[src/hw/rtl/lbps_pkg.sv]
// ----------------------------------------------------------------------------
// lbps_pkg
// Shared types and constants for the LED burst pattern sequencer.
// ----------------------------------------------------------------------------
package lbps_pkg;

  localparam int unsigned DurW   = 16;
  localparam int unsigned CountW = 8;
  localparam int unsigned CfgIdxW = 3;
  localparam int unsigned CfgDataW = 16;

  typedef enum logic [2:0] {
    PH_SLOW_ON  = 3'd0,
    PH_SLOW_OFF = 3'd1,
    PH_FAST_ON  = 3'd2,
    PH_FAST_OFF = 3'd3,
    PH_PAUSE    = 3'd4
  } phase_e;

  typedef enum logic [CfgIdxW-1:0] {
    REG_SLOW_HALF  = 3'd0,
    REG_FAST_HALF  = 3'd1,
    REG_PAUSE_LEN  = 3'd2,
    REG_SLOW_TOTAL = 3'd3,
    REG_FAST_TOTAL = 3'd4
  } cfg_reg_e;

  localparam logic [DurW-1:0]   SlowHalfRst  = 16'd500;
  localparam logic [DurW-1:0]   FastHalfRst  = 16'd150;
  localparam logic [DurW-1:0]   PauseLenRst  = 16'd2000;
  localparam logic [CountW-1:0] SlowTotalRst = 8'd3;
  localparam logic [CountW-1:0] FastTotalRst = 8'd5;

  typedef struct packed {
    logic [DurW-1:0]   slow_half;
    logic [DurW-1:0]   fast_half;
    logic [DurW-1:0]   pause_len;
    logic [CountW-1:0] slow_total;
    logic [CountW-1:0] fast_total;
  } cfg_t;

  typedef struct packed {
    logic   phase_changed;
    phase_e phase;
    logic   led_on;
  } res_t;

endpackage

[src/hw/rtl/lbps_cfg_regs.sv]
// ----------------------------------------------------------------------------
// lbps_cfg_regs
// Configuration register file: durations and pulse totals.
// ----------------------------------------------------------------------------
module lbps_cfg_regs (
  input  logic                           clk_i,
  input  logic                           rst_ni,
  input  logic                           cfg_we_i,
  input  logic [lbps_pkg::CfgIdxW-1:0]   cfg_idx_i,
  input  logic [lbps_pkg::CfgDataW-1:0]  cfg_wdata_i,
  output lbps_pkg::cfg_t                 cfg_o
);
  import lbps_pkg::*;

  cfg_t cfg_q, cfg_d;

  always_comb begin
    cfg_d = cfg_q;
    if (cfg_we_i) begin
      case (cfg_idx_i)
        REG_SLOW_HALF:  cfg_d.slow_half  = cfg_wdata_i[DurW-1:0];
        REG_FAST_HALF:  cfg_d.fast_half  = cfg_wdata_i[DurW-1:0];
        REG_PAUSE_LEN:  cfg_d.pause_len  = cfg_wdata_i[DurW-1:0];
        REG_SLOW_TOTAL: cfg_d.slow_total = cfg_wdata_i[CountW-1:0];
        REG_FAST_TOTAL: cfg_d.fast_total = cfg_wdata_i[CountW-1:0];
        default: ;
      endcase
    end
  end

  always_ff @(posedge clk_i or negedge rst_ni) begin
    if (!rst_ni) begin
      cfg_q.slow_half  <= SlowHalfRst;
      cfg_q.fast_half  <= FastHalfRst;
      cfg_q.pause_len  <= PauseLenRst;
      cfg_q.slow_total <= SlowTotalRst;
      cfg_q.fast_total <= FastTotalRst;
    end else begin
      cfg_q <= cfg_d;
    end
  end

  assign cfg_o = cfg_q;

endmodule

[src/hw/rtl/lbps_fsm.sv]
// ----------------------------------------------------------------------------
// lbps_fsm
// Phase state machine with phase timer and slow/fast pulse counters.
// ----------------------------------------------------------------------------
module lbps_fsm (
  input  logic           clk_i,
  input  logic           rst_ni,
  input  logic           step_i,
  input  logic           advance_i,
  input  lbps_pkg::cfg_t cfg_i,
  output lbps_pkg::res_t res_o
);
  import lbps_pkg::*;

  phase_e            phase_q, phase_d;
  logic [DurW-1:0]   elapsed_q, elapsed_d;
  logic [CountW-1:0] slow_cnt_q, slow_cnt_d;
  logic [CountW-1:0] fast_cnt_q, fast_cnt_d;
  logic [DurW-1:0]   elapsed_inc;
  logic [CountW:0]   slow_next, fast_next;
  logic              changed;

  always_ff @(posedge clk_i or negedge rst_ni) begin
    if (!rst_ni) begin
      phase_q    <= PH_SLOW_ON;
      elapsed_q  <= '0;
      slow_cnt_q <= '0;
      fast_cnt_q <= '0;
    end else if (step_i) begin
      phase_q    <= phase_d;
      elapsed_q  <= elapsed_d;
      slow_cnt_q <= slow_cnt_d;
      fast_cnt_q <= fast_cnt_d;
    end
  end

  always_comb begin
    elapsed_inc = elapsed_q;
    if (advance_i && (elapsed_q != '1)) begin
      elapsed_inc = elapsed_q + 1'b1;
    end
    slow_next  = {1'b0, slow_cnt_q} + 1'b1;
    fast_next  = {1'b0, fast_cnt_q} + 1'b1;
    phase_d    = phase_q;
    elapsed_d  = elapsed_inc;
    slow_cnt_d = slow_cnt_q;
    fast_cnt_d = fast_cnt_q;
    changed    = 1'b0;
    case (phase_q)
      PH_SLOW_ON: begin
        if (elapsed_inc >= cfg_i.slow_half) begin
          phase_d = PH_SLOW_OFF;
          changed = 1'b1;
        end
      end
      PH_SLOW_OFF: begin
        if (elapsed_inc >= cfg_i.slow_half) begin
          changed = 1'b1;
          if (slow_next >= {1'b0, cfg_i.slow_total}) begin
            slow_cnt_d = '0;
            phase_d    = PH_FAST_ON;
          end else begin
            slow_cnt_d = slow_next[CountW-1:0];
            phase_d    = PH_SLOW_ON;
          end
        end
      end
      PH_FAST_ON: begin
        if (elapsed_inc >= cfg_i.fast_half) begin
          phase_d = PH_FAST_OFF;
          changed = 1'b1;
        end
      end
      PH_FAST_OFF: begin
        if (elapsed_inc >= cfg_i.fast_half) begin
          changed = 1'b1;
          if (fast_next >= {1'b0, cfg_i.fast_total}) begin
            fast_cnt_d = '0;
            phase_d    = PH_PAUSE;
          end else begin
            fast_cnt_d = fast_next[CountW-1:0];
            phase_d    = PH_FAST_ON;
          end
        end
      end
      PH_PAUSE: begin
        if (elapsed_inc >= cfg_i.pause_len) begin
          phase_d = PH_SLOW_ON;
          changed = 1'b1;
        end
      end
      default: begin
        slow_cnt_d = '0;
        fast_cnt_d = '0;
        phase_d    = PH_PAUSE;
        changed    = 1'b1;
      end
    endcase
    if (changed) begin
      elapsed_d = '0;
    end
    res_o.phase         = phase_d;
    res_o.phase_changed = changed;
    res_o.led_on        = (phase_d == PH_SLOW_ON) || (phase_d == PH_FAST_ON);
  end

  // Assertions
  a_hold_idle: assert property (@(posedge clk_i) disable iff (!rst_ni)
    !step_i |=> $stable(phase_q) && $stable(elapsed_q))
    else $error("state moved without a beat");

  a_clear_on_change: assert property (@(posedge clk_i) disable iff (!rst_ni)
    step_i && changed |=> elapsed_q == '0)
    else $error("timer not cleared on phase change");

  a_keep_phase: assert property (@(posedge clk_i) disable iff (!rst_ni)
    step_i && !changed |=> phase_q == $past(phase_q))
    else $error("phase changed without flag");

endmodule

[src/hw/rtl/led_burst_pattern_sequencer_core.sv]
// ----------------------------------------------------------------------------
// led_burst_pattern_sequencer_core
// LED burst pattern sequencer: slow pulses, fast pulses, dark pause.
// ----------------------------------------------------------------------------
// One poll beat is accepted per clock cycle while the core is not stalled. A beat
// is captured in an input register; when the output register is free, the phase
// machine updates its timer, counters and phase and the result beat is registered
// in the output register in the same step. Throughput is one beat per cycle while
// the master side accepts.
module led_burst_pattern_sequencer_core (
  input  logic                           clk_i,
  input  logic                           rst_ni,
  input  logic                           s_axis_tvalid,
  output logic                           s_axis_tready,
  input  logic [7:0]                     s_axis_tdata,  // [0] advance
  output logic                           m_axis_tvalid,
  input  logic                           m_axis_tready,
  output logic [7:0]                     m_axis_tdata,  // [0] led_on, [3:1] phase,
                                                        // [4] phase_changed
  input  logic                           cfg_we_i,
  input  logic [lbps_pkg::CfgIdxW-1:0]   cfg_idx_i,
  input  logic [lbps_pkg::CfgDataW-1:0]  cfg_wdata_i
);
  import lbps_pkg::*;

  cfg_t cfg;
  res_t res;
  res_t out_q;
  logic in_valid_q, out_valid_q;
  logic in_adv_q;
  logic out_free, step;

  assign out_free      = !out_valid_q || m_axis_tready;
  assign step          = in_valid_q && out_free;
  assign s_axis_tready = !in_valid_q || out_free;

  always_ff @(posedge clk_i or negedge rst_ni) begin
    if (!rst_ni) begin
      in_valid_q  <= 1'b0;
      out_valid_q <= 1'b0;
    end else begin
      if (s_axis_tready) begin
        in_valid_q <= s_axis_tvalid;
      end
      if (out_free) begin
        out_valid_q <= in_valid_q;
      end
    end
  end

  always_ff @(posedge clk_i) begin
    if (s_axis_tready && s_axis_tvalid) begin
      in_adv_q <= s_axis_tdata[0];
    end
    if (step) begin
      out_q <= res;
    end
  end

  lbps_cfg_regs u_cfg (
    .clk_i       (clk_i),
    .rst_ni      (rst_ni),
    .cfg_we_i    (cfg_we_i),
    .cfg_idx_i   (cfg_idx_i),
    .cfg_wdata_i (cfg_wdata_i),
    .cfg_o       (cfg)
  );

  lbps_fsm u_fsm (
    .clk_i     (clk_i),
    .rst_ni    (rst_ni),
    .step_i    (step),
    .advance_i (in_adv_q),
    .cfg_i     (cfg),
    .res_o     (res)
  );

  assign m_axis_tvalid = out_valid_q;
  assign m_axis_tdata  = {3'b000, out_q.phase_changed, out_q.phase, out_q.led_on};

  // Assertions
  a_led_matches_phase: assert property (@(posedge clk_i) disable iff (!rst_ni)
    out_valid_q |-> out_q.led_on ==
      ((out_q.phase == PH_SLOW_ON) || (out_q.phase == PH_FAST_ON)))
    else $error("LED level disagrees with phase");

  a_out_held: assert property (@(posedge clk_i) disable iff (!rst_ni)
    out_valid_q && !m_axis_tready |=> out_valid_q && $stable(out_q))
    else $error("result beat lost under stall");

  a_in_held: assert property (@(posedge clk_i) disable iff (!rst_ni)
    in_valid_q && !out_free |=> in_valid_q && $stable(in_adv_q))
    else $error("input beat lost under stall");

endmodule

[config.mk]
export PLATFORM = sky130hd
export DESIGN_NAME = led_burst_pattern_sequencer_core
export DESIGN_NICKNAME = d
export VERILOG_FILES = /design/src/hw/rtl/lbps_pkg.sv /design/src/hw/rtl/lbps_cfg_regs.sv /design/src/hw/rtl/lbps_fsm.sv /design/src/hw/rtl/led_burst_pattern_sequencer_core.sv
export SDC_FILE = /design/constraint.sdc
export NUM_CORES = 1
export LEC_CHECK = 0
export BUFFER_PORTS_ARGS = -buffer_cell sky130_fd_sc_hd__clkbuf_2
export CORE_ASPECT_RATIO = 1.1
export CORE_MARGIN = 2
export CORE_UTILIZATION = 50
export DETAILED_ROUTE_END_ITERATION = 8
export PLACE_DENSITY = 0.68
export SLEW_MARGIN = 20
export SYNTH_ARGS = -nofsm -noshare
export SYNTH_HDL_FRONTEND = slang
export SYNTH_SLANG_ARGS = --single-unit
export TNS_END_PERCENT = 5
[constraint.sdc]
create_clock -name clk_i -period 3.7 [get_ports clk_i]
set_input_delay 0.185 -clock clk_i [delete_from_list [all_inputs] [get_ports clk_i]]
set_output_delay 0.185 -clock clk_i [all_outputs]
set_load 0.005 [all_outputs]
==> flow_metrics.py, run 1 <==
metrics = {
    "floorplan": {
        "start_util": 0.515,
        "die_area_um2": 14700,
        "core_um2": 13300,
        "rows": 44,
        "ios": 42,
        "die_h_um": 127,
        "die_w_um": 116,
    },
    "timing": {
        "timing.slew.headroom": 0.377,
        "layout_min_cycle_time_ns": 3.54,
        "finalSetupViolCount": 0,
        "min_period_over_period": 0.958,
        "max_freq_ghz": 0.282,
        "slew_viol_final": 0,
        "fin_skew_ns": 0.00798,
        "fin_ws_ns": 0.157,
        "worst_hold_slack_ns": -0.0308,
        "tightestPinTransition_ns": 0.935,
        "final_hold_viol_count": 48,
    },
    "cts": {
        "numCtsBuffers": 9,
        "cts_tree": "yes",
        "root_buffer": "clkbuf_16",
        "cts.htree.levels": 3,
        "clk_latency_ns": 0.36,
        "clkSlewWorstSetupHoldPaths_ns": 0.07,
        "cts_buffer_depth": 2,
        "clock_sinks": 107,
    },
    "setup_path": {
        "critPathKind": "reg -> reg",
        "end_kind": "flop",
        "crit_fanout": 3,
        "rrSetupSlack_ns": 0.16,
        "startpoint_type": "flop",
        "worst_path_max_delay_cell": "dfrtp_1",
        "cp_top_family": "simple AND/OR/NAND/NOR gates",
        "crit_arrival_ns": 3.75,
        "required_ns": 3.91,
        "path_cells": "ha_2 > nand4_1 > nor4_4 > buf_4 > buf_4 > nor4_4 > xor2_2 > ha_1 > nand4_1 > or3_1 > or3_1 > a41oi_2 > o41ai_2 > buf_4 > nor3b_2",
        "path_buf_inv": 3,
        "cp_slowest_stage_delay_ns": 0.39,
        "cp_common_cell": "buf_4",
    },
    "route": {
        "vias_per_cell": 5.69,
        "wirelength_um": 16200,
        "avgRoutedWirePerCell_um": 16.5,
        "ant_nets": 0,
        "drc": 0,
        "via_count": 5579,
        "drt_first_iter_violations": 306,
        "first_pass_iters": 4,
    },
    "grt": {
        "groute.usage.overall": 0.237,
        "grt_max_degree": 73,
        "grt_pass1_wl_um": 27500,
        "grt_pass1_vias": 5680,
        "grt_overflow": 0,
        "antenna_found_initial": 0,
    },
    "final_layout": {
        "multi_input_area_um2": 3810,
        "final_nets": 891,
        "n_antenna_cell": 0,
        "layout_commonest_cell": "nand2_1",
        "final_cell_mix": "nand2_1, dfrtp_1, inv_1, ha_1, o21ai_0",
        "seq_area_um2": 2730,
        "area_delta_synth_final_pct": 15.3,
        "drive_above_1_share": 0.217,
        "fin_util": 0.594,
        "layoutNonFillerInstCount": 981,
        "n_fill_cell": 1155,
    },
    "logic_synthesis": {
        "ys_ff_latch": 107,
        "synth.yosys.seq_area_share": 0.398,
        "ys_warn_count": 0,
        "syn-cell-area_um2": 6870,
        "syn_avg_cell_area_um2": 9.42,
        "synth-edff-count": 6,
        "netlist_instances": 729,
        "yosysTopAreaCell": "dfrtp_1",
        "yosysUniqueCellTypes": 81,
        "synth_ff_type": "dfrtp_1",
        "synth_area_leaders": "dfrtp_1, ha_1, dfstp_2",
        "async_flop_share": 0.944,
        "synth_top_area_share": 0.295,
    },
    "outcome": {
        "status": "finished with violations",
        "failed_checks": "negative hold slack",
    },
    "placement": {
        "io_buffers": 31,
        "dp.cells": 956,
        "gp_congestion": 0.866,
        "dp_slack_ns": 0.0577,
        "dp_hpwl_um": 12200,
    },
    "power": {
        "power.total_w": 0.00472,
        "power_per_cell_area_nw_per_um2": 596,
        "power_leakage_nw": 3.60,
        "irDropWorstVdd_uv": 249,
    },
    "worst_hold_path": {
        "hold_class": "in -> async",
    },
    "job": {
        "cap_viol_max_count": 0,
    },
}
==> final cells by class <==
cell class	count	area share
multi-input cells	514	0.482
well taps	184	0.0291
inverters	80	0.0380
clock buffers	9	0.0285
clock inverters	7	0.0104
flip-flops and latches	107	0.346
repair buffers	80	0.0667
==> logic make-up after synthesis <==
family	count (synthesis)	share of synthesized area
adder cells (fa/ha/maj)	68	0.124
AO/OA/AOI/OAI	171	0.169
multiplexers	23	0.0372
other	1	0.000546
AND/OR/NAND/NOR	216	0.164
flip-flops	107	0.398
XOR/XNOR	33	0.0421
buffers and inverters	110	0.0662
==> through the flow <==
step	cell area, um^2	setup TNS (ns)
after floorplan	6870	0
after global placement	7420	0
after detailed placement	7420	0
after CTS	7730	0
after global routing	7910	-0.123
final	7910	0
==> registers in the layout, indices dropped and copies added, names as in the netlist <==
name and count:
m_axis_tdata 5, u_cfg.cfg_o 64, m_axis_tvalid 1, in_adv_q 1, u_fsm.slow_cnt_q 8, in_valid_q 1, u_fsm.fast_cnt_q 8, u_fsm.phase_q 3
u_fsm.elapsed_q 16
==> worst paths after layout <==
kind / depth (start not counted) / startpoint / to
setup / recovery: 15 / u_fsm.elapsed_q[0]$_DFFE_PN0P_ / m_axis_tdata[0]$_DFFE_PP_
hold / removal: 1 / rst_ni / u_cfg.cfg_o[19]$_DFFE_PN0P_
setup reg to reg: 15 / u_fsm.elapsed_q[0]$_DFFE_PN0P_ / m_axis_tdata[0]$_DFFE_PP_
hold reg to reg: 1 / in_valid_q$_DFFE_PN0N_ / m_axis_tvalid$_DFFE_PN0P_
max in group asynchronous: 2 / rst_ni / u_cfg.cfg_o[23]$_DFFE_PN1P_
min in group clk_i: 2 / s_axis_tvalid / in_valid_q$_DFFE_PN0N_
==> timing repair <==
action / CTS / global route
buffers inserted: 0 / 8
hold buffers: 1 / 0
gates resized for setup: 0 / 23
setup endpoints to repair: 0 / 39
endpoints found under the hold margin: 1 / 0
==> cell usage after synthesis (5+ instances only) <==
cell type	number
xnor2_1	19
o21a_1	6
a211o_1	6
o211ai_1	8
xor2_1	14
mux2i_1	9
a31oi_1	5
dfrtp_1	81
nand4_1	13
dfstp_2	20
o21ai_0	62
nor2_1	34
clkbuf_1	16
ha_1	67
nand2b_1	8
nor3_1	10
mux2_2	12
buf_4	7
a21oi_1	32
nand2_1	82
o21ai_1	5
edfxtp_1	6
nand3_1	27
o2111ai_1	5
and2_1	5
inv_1	79
==> report_power, final <==
part           total (W)  switching (W)  internal, W
clock network    0.00103       0.000440     0.000585
logic            0.00196        0.00111     0.000850
registers        0.00173       0.000231      0.00150
==> routing by layer <==
| metal | track usage | vias to the layer above | routed length [um] |
|---|---|---|---|
| li1 | - | 2678 | - |
| met1 | 0.301 | 2731 | 7020 |
| met2 | 0.396 | 137 | 8140 |
| met3 | 0.0325 | 33 | 525 |
| met4 | 0.114 | 0 | 528 |
| met5 | 0 | - | 0 |
==> worst reg2reg max path: cells and delay by family, from the launching register on <==
| family | cells | cell delay [ns] |
|---|---|---|
| AOI/OAI and AO/OA | 2 | 0.33 |
| buffers and inverters | 3 | 0.43 |
| and+or+nand+nor | 7 | 1.55 |
| adders and majority gates | 2 | 0.54 |
| xor gates and xnor gates | 1 | 0.18 |
| DFF | 1 | 0.39 |
Power figures use the tool's default switching activity.
==> run 2, diff against run 1 <==
--- a/config.mk
+++ b/config.mk
@@ -10,6 +10,7 @@
 export CORE_MARGIN = 2
 export CORE_UTILIZATION = 50
 export DETAILED_ROUTE_END_ITERATION = 8
+export HOLD_SLACK_MARGIN = 0.08
 export PLACE_DENSITY = 0.68
 export SLEW_MARGIN = 20
 export SYNTH_ARGS = -nofsm -noshare
==> run 2 against run 1 <==
Net effect: cell area increased by 1.1%; sequential power hardly changed; core utilization up 0.68 points; first-iteration DRC count is 7.5% higher; via count rose by 0.45%; the flow now finishes without violations; largest cell class unchanged; worst hold slack better by 0.11 ns; sequential share of layout area is 0.39 points lower; combinational power hardly changed; final cell count increased by 0.92%; critical path depth fell by 2; critical path type unchanged.
==> flow_metrics.py, run 2 (synthesized netlist as in run 1, its figures left out) <==
metrics = {
    "timing": {
        "layout_min_cycle_time_ns": 3.55,
        "min_period_over_period": 0.959,
        "timing.slew.headroom": 0.372,
        "fin_skew_ns": 0.00828,
        "setup_tns_ns": 0,
        "slew_viol_final": 0,
        "final_hold_viol_count": 0,
        "max_freq_ghz": 0.282,
        "fin_ws_ns": 0.152,
        "tightestPinTransition_ns": 0.943,
        "finalSetupViolCount": 0,
    },
    "setup_path": {
        "crit_arrival_ns": 3.77,
        "timing.rr.start": "u_fsm.elapsed_q[1]$_DFFE_PN0P_",
        "startpoint_type": "flop",
        "cp_top_family": "simple AND/OR/NAND/NOR gates",
        "end_kind": "flop",
        "required_ns": 3.92,
        "reg2reg_depth": 13,
        "r2r-end": "u_fsm.elapsed_q[12]$_DFFE_PN0P_",
        "critPathKind": "reg -> reg",
        "path_cells": "ha_2 > nand4_1 > nor4_4 > buf_4 > nand2b_2 > mux2_4 > ha_1 > a2111oi_4 > o311ai_1 > a211oi_2 > buf_4 > nor2_4 > a211oi_1",
        "worst_path_max_delay_cell": "o311ai_1",
        "path_buf_inv": 2,
        "cp_common_cell": "buf_4",
        "rrSetupSlack_ns": 0.15,
        "cp_slowest_stage_delay_ns": 0.47,
        "crit_fanout": 15,
    },
    "job": {
        "cap_viol_max_count": 0,
    },
    "final_layout": {
        "final_nets": 900,
        "largest_reg_flops": 64,
        "n_antenna_cell": 0,
        "area_delta_synth_final_pct": 16.6,
        "final_cell_area_um2": 8000,
        "final_cell_mix": "nand2_1, dfrtp_1, inv_1, ha_1, o21ai_0",
        "layout_commonest_cell": "nand2_1",
        "drive_above_1_share": 0.215,
    },
    "floorplan": {
        "ios": 42,
        "start_util": 0.515,
        "die_area_um2": 14700,
        "core_um2": 13300,
        "die_w_um": 116,
        "die_h_um": 127,
        "rows": 44,
    },
    "power": {
        "p_seq_frac": 0.367,
        "irDropWorstVdd_uv": 249,
        "swShare": 0.376,
        "power_per_cell_area_nw_per_um2": 590,
        "pwr-share-clk": 0.217,
        "combPwrFrac": 0.416,
        "internal_power_w": 0.00295,
        "switchingPower_w": 0.00177,
        "power_leakage_nw": 3.64,
        "power.total_w": 0.00472,
    },
    "worst_hold_path": {
        "hold_class": "in -> reg",
        "min_to": "u_cfg.cfg_o[30]$_DFFE_PN0P_",
        "hp-start": "cfg_wdata_i[14]",
        "holdPathStages": 3,
    },
    "placement": {
        "dp_slack_ns": 0.0577,
        "placed_cell_area_um2": 7420,
        "io_buffers": 31,
        "gp_congestion": 0.866,
        "dp_hpwl_um": 12200,
    },
    "route": {
        "drt_first_iter_violations": 329,
        "wirelength_um": 16300,
        "vias_per_cell": 5.66,
        "via_count": 5604,
        "first_pass_iters": 5,
        "drc": 0,
        "avgRoutedWirePerCell_um": 16.4,
        "ant_nets": 0,
    },
    "grt": {
        "grt_pass1_wl_um": 27700,
        "antenna_found_initial": 0,
        "grt_max_degree": 73,
        "groute.usage.overall": 0.238,
        "grt_overflow": 0,
        "grt_pass1_vias": 5731,
    },
    "outcome": {
        "status": "finished clean",
    },
    "cts": {
        "clk_latency_ns": 0.36,
        "clock_sinks": 107,
        "root_buffer": "clkbuf_16",
        "cts_buffer_depth": 2,
        "clkSlewWorstSetupHoldPaths_ns": 0.07,
        "cts.htree.levels": 3,
        "cts_tree": "yes",
        "numCtsBuffers": 9,
    },
}
run 2: how the worst max path moves through the flow:
| stage | startpoint | end | slack, ns | cells past startpoint |
|---|---|---|---|---|
| 2_1_floorplan | u_fsm.elapsed_q[4]$_DFFE_PN0P_ | u_fsm.slow_cnt_q[2]$_DFFE_PN0P_ | 0.41 | 15 |
| 3_5_place_dp | u_fsm.elapsed_q[1]$_DFFE_PN0P_ | u_fsm.elapsed_q[14]$_DFFE_PN0P_ | 0.06 | 13 |
| 6_report | u_fsm.elapsed_q[1]$_DFFE_PN0P_ | u_fsm.elapsed_q[12]$_DFFE_PN0P_ | 0.15 | 13 |
| 5_1_grt | u_fsm.elapsed_q[0]$_DFFE_PN0P_ | u_fsm.elapsed_q[11]$_DFFE_PN0P_ | -0.03 | 13 |
| 4_1_cts | u_fsm.elapsed_q[1]$_DFFE_PN0P_ | u_fsm.elapsed_q[12]$_DFFE_PN0P_ | 0.04 | 12 |
| 3_3_place_gp | u_fsm.elapsed_q[1]$_DFFE_PN0P_ | m_axis_tdata[4]$_DFFE_PP_ | 0.15 | 13 |
run 2: what timing repair did:
item	4_1_cts	5_1_grt
endpoints found under the hold margin	78	0
hold buffers	10	0
endpoints found under the setup margin	0	39
setup buffers	0	8
resized for setup	0	23
run 2: cell type report:
cell class                 instances  area [um^2]
multi-input combinational        514         3810
fill                            1148         5320
sequential                       107         2730
timing repair buffer              89          618
inverter                          80          300
clock inverter                     7         82.6
tap                              184          230
clock buffer                       9          225
run 2: metal layers:
layer	GRT usage	share of wire	routed length, um
met4	0.114	0.033	537
met2	0.400	0.50	8190
met1	0.302	0.43	6970
met5	0	0	0
met3	0.0325	0.036	580
run 2: power by group through the flow:
stage | sequential, W | combinational, W | clock, W
final | 0.00173 | 0.00197 | 0.00102
after global routing | 0.00177 | 0.00221 | 0.00108
after CTS | 0.00172 | 0.00189 | 0.00105
after detailed placement | 0.00175 | 0.00186 | 0
after global placement | 0.00173 | 0.00177 | 0
after floorplan | 0.00165 | 0.00136 | 0
run 2: worst register-to-register path, cell delays in order, from the launching register on:
cell       delay [ns]
dfrtp_1          0.36
ha_2             0.20
nand4_1          0.13
nor4_4           0.29
buf_4            0.16
nand2b_2         0.19
mux2_4           0.37
ha_1             0.34
a2111oi_4        0.09
o311ai_1         0.47
a211oi_2         0.13
buf_4            0.18
nor2_4           0.37
a211oi_1         0.14
run 2: through the flow:
| step | hold WS, ns | utilization | cells |
|---|---|---|---|
| detailed placement | 0.365 | 0.557 | 956 |
| CTS | 0.0807 | 0.587 | 982 |
| finish | 0.0832 | 0.601 | 990 |
| global route | 0.0800 | 0.601 | 990 |
| global placement | 0.364 | 0.557 | 956 |
| floorplan | -0.111 | - | 731 |
